===== src/hw/rtl/cce_pkg.sv =====
// ----------------------------------------------------------------------------
// cce_pkg
// Shared types, character codes and the byte expansion function for the
// control character expander.
// ----------------------------------------------------------------------------
package cce_pkg;

  localparam int unsigned ByteW   = 8;
  localparam int unsigned ModeW   = 2;
  localparam int unsigned MaxRun  = 4;
  localparam int unsigned CountW  = 3;  // holds 0..MaxRun
  localparam int unsigned IdxW    = 2;  // indexes 0..MaxRun-1

  localparam logic [ByteW-1:0] ChBs    = 8'h08;
  localparam logic [ByteW-1:0] ChTab   = 8'h09;
  localparam logic [ByteW-1:0] ChNl    = 8'h0A;
  localparam logic [ByteW-1:0] ChDel   = 8'h7F;
  localparam logic [ByteW-1:0] ChCaret = 8'h5E;
  localparam logic [ByteW-1:0] ChAt    = 8'h40;
  localparam logic [ByteW-1:0] ChQuery = 8'h3F;
  localparam logic [ByteW-1:0] ChM     = 8'h4D;
  localparam logic [ByteW-1:0] ChDash  = 8'h2D;
  localparam logic [ByteW-1:0] ChH     = 8'h48;
  localparam logic [ByteW-1:0] LowMask = 8'h7F;

  // register indexes on the configuration channel
  typedef enum logic [0:0] {
    REG_BACKSPACE_MODE = 1'b0,
    REG_CONTROL_MODE   = 1'b1
  } cce_reg_t;

  // modes; code 3 is folded in the expander (drop for backspace, show for controls)
  localparam logic [ModeW-1:0] ModeDrop = 2'd0;
  localparam logic [ModeW-1:0] ModePass = 2'd1;
  localparam logic [ModeW-1:0] ModeShow = 2'd2;

  typedef logic [ByteW-1:0] byte_t;

  typedef struct packed {
    byte_t [MaxRun-1:0] seq;
    logic [CountW-1:0]  count;
  } run_t;

  function automatic logic is_ctrl(input byte_t c);
    return (c < 8'h20) || (c == ChDel);
  endfunction

  function automatic byte_t caret_letter(input byte_t c);
    return (c == ChDel) ? ChQuery : byte_t'(c + ChAt);
  endfunction

  function automatic run_t expand(input byte_t c, input logic [ModeW-1:0] bs_mode,
                                  input logic [ModeW-1:0] ctl_mode);
    run_t  r;
    byte_t low;
    logic  show;
    r.seq   = '0;
    r.count = '0;
    low     = c & LowMask;
    show    = ctl_mode[1];  // codes 2 and 3 both mean visible notation
    if (c == ChBs) begin
      if (bs_mode == ModePass) begin
        r.seq[0] = c;
        r.count  = 3'd1;
      end else if (bs_mode == ModeShow) begin
        r.seq[0] = ChCaret;
        r.seq[1] = ChH;
        r.count  = 3'd2;
      end
    end else if (c[ByteW-1]) begin
      if (ctl_mode == ModePass) begin
        r.seq[0] = c;
        r.count  = 3'd1;
      end else if (show) begin
        r.seq[0] = ChM;
        r.seq[1] = ChDash;
        if (is_ctrl(low)) begin
          r.seq[2] = ChCaret;
          r.seq[3] = caret_letter(low);
          r.count  = 3'd4;
        end else begin
          r.seq[2] = low;
          r.count  = 3'd3;
        end
      end
    end else if (is_ctrl(c) && (c != ChTab) && (c != ChNl)) begin
      if (ctl_mode == ModePass) begin
        r.seq[0] = c;
        r.count  = 3'd1;
      end else if (show) begin
        r.seq[0] = ChCaret;
        r.seq[1] = caret_letter(c);
        r.count  = 3'd2;
      end
    end else begin
      r.seq[0] = c;
      r.count  = 3'd1;
    end
    return r;
  endfunction

endpackage


===== src/hw/rtl/control_char_expander_core.sv =====
// ----------------------------------------------------------------------------
// control_char_expander_core
// Turns each input byte into zero to four bytes (raw, or caret and
// M- notation), one output word per cycle while the receiver is ready.
// ----------------------------------------------------------------------------
// Datapath: an accepted input word is held in the input register; its output words pass through the output register.
// Throughput: one input word per cycle when each expands to one byte and the receiver is ready; a word
//   expanding to N bytes holds the input register until its last output word is loaded (one output
//   word per cycle while the receiver is ready). Dropped bytes retire with no output.
// Reset: synchronous rst empties both registers; both modes return to pass.
module control_char_expander_core (
  input  logic                       clk,
  input  logic                       rst,
  input  logic                       s_tvalid,
  output logic                       s_tready,
  input  logic [7:0]                 s_tdata,   // [7:0] in_byte
  output logic                       m_tvalid,
  input  logic                       m_tready,
  output logic [7:0]                 m_tdata,   // [7:0] out_byte
  output logic                       m_tlast,   // last_of_run
  input  logic                       cfg_valid,
  output logic                       cfg_ready,
  input  logic                       cfg_index,
  input  logic [cce_pkg::ModeW-1:0]  cfg_data
);
  import cce_pkg::*;

  logic [ModeW-1:0] bs_mode;
  logic [ModeW-1:0] ctl_mode;

  logic             in_valid;
  byte_t            in_byte;
  logic [IdxW-1:0]  idx;
  logic [IdxW-1:0]  idx_next;

  logic             out_valid;
  byte_t            out_byte;
  logic             out_last;

  run_t             run;
  logic             out_free;
  logic             out_load;
  logic             run_last;
  logic             in_done;

  assign cfg_ready = 1'b1;

  always_ff @(posedge clk) begin
    if (rst) begin
      bs_mode  <= ModePass;
      ctl_mode <= ModePass;
    end else if (cfg_valid) begin
      unique case (cce_reg_t'(cfg_index))
        REG_BACKSPACE_MODE: bs_mode  <= cfg_data;
        REG_CONTROL_MODE:   ctl_mode <= cfg_data;
        default:            ;
      endcase
    end
  end

  assign run      = expand(in_byte, bs_mode, ctl_mode);
  assign out_free = !out_valid || m_tready;
  assign run_last = ({1'b0, idx} == (run.count - 3'd1));
  assign out_load = in_valid && (run.count != '0) && out_free;
  // a dropped byte retires without touching the output register
  assign in_done  = in_valid && ((run.count == '0) || (out_load && run_last));
  assign s_tready = !in_valid || in_done;
  assign idx_next = in_done ? '0 : (out_load ? idx + 2'd1 : idx);

  always_ff @(posedge clk) begin
    if (rst) begin
      in_valid <= 1'b0;
      idx      <= '0;
    end else begin
      idx <= idx_next;
      if (s_tvalid && s_tready) begin
        in_valid <= 1'b1;
      end else if (in_done) begin
        in_valid <= 1'b0;
      end
    end
  end

  always_ff @(posedge clk) begin
    if (s_tvalid && s_tready) begin
      in_byte <= s_tdata;
    end
  end

  always_ff @(posedge clk) begin
    if (rst) begin
      out_valid <= 1'b0;
    end else if (out_free) begin
      out_valid <= out_load;
    end
  end

  always_ff @(posedge clk) begin
    if (out_load) begin
      out_byte <= run.seq[idx];
      out_last <= run_last;
    end
  end

  assign m_tvalid = out_valid;
  assign m_tdata  = out_byte;
  assign m_tlast  = out_last;

endmodule


===== config.mk =====
export PLATFORM = sky130hd
export DESIGN_NAME = control_char_expander_core
export DESIGN_NICKNAME = d
export VERILOG_FILES = /design/src/hw/rtl/cce_pkg.sv /design/src/hw/rtl/control_char_expander_core.sv
export SDC_FILE = /design/constraint.sdc
export NUM_CORES = 1
export LEC_CHECK = 0
export ABC_AREA = 1
export BUFFER_PORTS_ARGS = -buffer_cell sky130_fd_sc_hd__buf_2
export CORE_ASPECT_RATIO = 1.4
export CORE_MARGIN = 4
export CORE_UTILIZATION = 53
export CTS_CLUSTER_SIZE = 25
export DETAILED_ROUTE_END_ITERATION = 6
export PLACE_DENSITY = 0.82
export SYNTH_ARGS = -nofsm -noshare
export SYNTH_HDL_FRONTEND = slang
export SYNTH_SLANG_ARGS = --single-unit
export TNS_END_PERCENT = 30

===== constraint.sdc =====
create_clock -name clk -period 6.7 [get_ports clk]
set_input_delay 1.34 -clock clk [delete_from_list [all_inputs] [get_ports clk]]
set_output_delay 1.34 -clock clk [all_outputs]
set_load 0.02 [all_outputs]

==> results.yml <==
critical_path:
  start_kind: "flop"
  critPathLaunch: "in_byte[7]"
  cp-end-kind: "output port"
  worstReg2RegStart: "in_byte[7]"
  timing_worst_setup_path_type: "reg2out"
  critPathMaxFanout: 11
  worstPathRequired_ps: 5360
  critPathArrivalTime_ps: 3880
floorplan:
  initial_utilization_pct: 55.4
  fp.coreArea_mm2: 0.00288
  die_width_um: 54.4
  rows: 23
  io_pins: 28
  dieArea_mm2: 0.00396
  die_h_um: 72.9
clock_tree:
  postCtsSetupBuffers: 0
  clk-insertion-delay-late_ps: 270
  ctsHtreeMaxLevel: 1
  cts_tree: "done"
  cts_root_buf: "clkbuf_8"
  clk_pin_slew_ps: 80
  cts-buffers-inserted: 3
  numClockSinks: 25
  hold_buffers: 0
  cts_resized: 0
  cts_buffer_depth: 2
final_layout:
  nNetsFinal: 253
  fill_cells: 259
  most-common-layout-cells: "nand2_1, inv_1, buf_2"
  layout-drive-gt1-share_pct: 21.1
  antenna-diode-count: 0
  fin_cells: 269
  layout_commonest_cell: "nand2_1"
  multiInputGateArea_um2: 773
  seq_area_um2: 671
  syn_to_final_growth_pct: 12.5
timing:
  fin_skew_ps: 0.791
  fin_crit_sh_pct: 77.9
  fin_tns_setup_ps: 0
  clock.fmax_mhz: 192
  worst_pin_slew_ps: 857
  max_slew_margin_pct: 42.7
  min_period_ps: 5220
  final_max_slew_viol_count: 0
  setup_violations: 0
  rsz0062_at_grt: "no"
  setup_ws_ps: 1480
  final_hold_viol_count: 0
grt:
  grt_pass1_wl_um: 5950
  first_global_vias: 1330
  antenna_found_initial: 0
  grt_max_degree: 14
  grt_use_total_pct: 20.5
  gr-total-overflow: 0
synthesis:
  yosys.area.top_type: "edfxtp_1"
  netlist.area_leader.share_pct: 32.0
  yosys_warnings: 0
  avgSynthCellArea_um2: 7.74
  ys_ff_latch: 25
  ys_seq_area_share_pct: 42.1
  yosys-top-cells-area: "edfxtp_1, nand2_1, dfxtp_1"
  synth_cells: 206
  syn_area_mm2: 0.00159
  yosysUniqueCellTypes: 37
  synthesis.nets: 226
place:
  place_congestion: 0.967
  numPlacedInstances: 265
  post-dp-hpwl_um: 2740
  portBuffers: 26
  detailedPlace.worstSlack_ps: 1840
drt:
  drt-total-wl_um: 3560
  ant_nets: 0
  drc: 0
  via_count: 1501
  routedWlPerCell_um: 13.2
  drtIter0Drc: 104
  first_pass_iters: 5
  vias_per_cell: 5.58
worst_hold_path:
  hp-start: "ctl_mode[0]"
  hold_class: "reg2reg"
pwr:
  power.density_mw_per_mm2: 206
  p_sw_share_pct: 31.2
  clkPwrFrac_pct: 24.3
  p_leak_uw: 0.000848
  p_comb_share_pct: 23.5
  seqPwrFrac_pct: 52.3
  p_int_uw: 254
  switchingPower_uw: 115
  vdd_drop_max_v: 0.000141
flow_run:
  cap_viol_max_count: 0
run_status:
  status: "complete, no violations"
## metal layers
layer / up-vias / track usage [%] / wire length [um]
li1: 737 / - / -
met1: 667 / 24.6 / 1360
met2: 82 / 34.2 / 1820
met3: 15 / 3.07 / 254
met4: 0 / 10.2 / 122
met5: - / 0 / 0
## critical path, cell delays in order, from the launching register on
cell      delay (ps)
edfxtp_1         440
inv_1            220
ha_1             230
nand3_2           90
nor2_2           460
nor2_1           130
nand2_1           90
inv_1             50
nand2_2           90
nand2_4           70
ha_1             190
ha_1             170
inv_1             70
nand2_1           80
nor2_1           670
nand4_2          240
nand2_1          130
buf_2            170
## Yosys cell counts
library cell and instances:
nand4_1 1, o21ai_0 8, a211oi_1 1, o311ai_0 1
nor3_2 1, nand4_2 1, nand3_1 8, ha_1 4
nand3_2 3, o21a_1 1, o2111ai_1 2, buf_4 2
o221ai_1 1, clkbuf_1 2, clkinv_1 1, edfxtp_1 17
nand2_1 46, o31ai_1 2, xor2_1 1, inv_2 5
nor2_1 24, nor3_1 2, o211ai_1 5, nand2_2 2
nor2_4 1, a21oi_1 11, dfxtp_1 8, o22ai_1 1
a32oi_1 1, nand2_4 4, o21ai_1 5, a21boi_0 1
a31oi_1 1, or2_2 1, inv_1 28, conb_1 1
nor2_2 2
## state kept, by name (all words and copies together), names as in the netlist
name      flops
bs_mode       2
ctl_mode      2
idx           2
in_byte       8
in_valid      1
m_tdata       8
m_tlast       1
m_tvalid      1
## power groups by stage
stage               Clock, uW  Combinational, uW  Sequential [uW]
floorplan                   0               57.6              200
global placement            0               84.4              196
detailed placement          0               85.6              196
CTS                      89.1               86.5              193
global route             96.3               97.7              195
finish                   89.7               86.7              193
## worst paths after layout
| check | slack, ps | depth (start not counted) | endpoint |
|---|---|---|---|
| max | 1480 | 17 | s_tready |
| min reg2reg | 520 | 2 | ctl_mode[0] |
| min | 520 | 2 | ctl_mode[0] |
| max reg2reg | 2390 | 16 | in_byte[0] |
## per-stage QoR
stage	utilization, %	hold WS, ps	instance area, um2	power, uW
after floorplan	-	446	1590	257
after global placement	60.7	461	1750	280
after detailed placement	60.7	492	1750	282
after CTS	62.3	514	1790	368
after global routing	62.3	568	1790	389
final	62.3	517	1790	369
## logic make-up (layout without fill, tap and decap cells)
| group | count (synthesis) | after routing | share of synthesized area, % |
|---|---|---|---|
| adders and majority gates | 4 | 4 | 3.14 |
| and+or+nand+nor | 96 | 96 | 28.8 |
| AOI/OAI and AO/OA | 41 | 41 | 15.8 |
| buffers and inverters | 38 | 64 | 9.42 |
| xor gates and xnor gates | 1 | 1 | 0.550 |
| DFF | 25 | 25 | 42.1 |
| other | 1 | 1 | 0.235 |
## final cells by class
| cell class | count | share of cell area, % |
|---|---|---|
| inverter | 34 | 7.12 |
| multi-input combinational | 143 | 43.1 |
| timing repair buffer | 26 | 7.26 |
| sequential | 25 | 37.4 |
| clock buffer | 4 | 2.51 |
| tap | 37 | 2.58 |
Power figures use the tool's default switching activity.
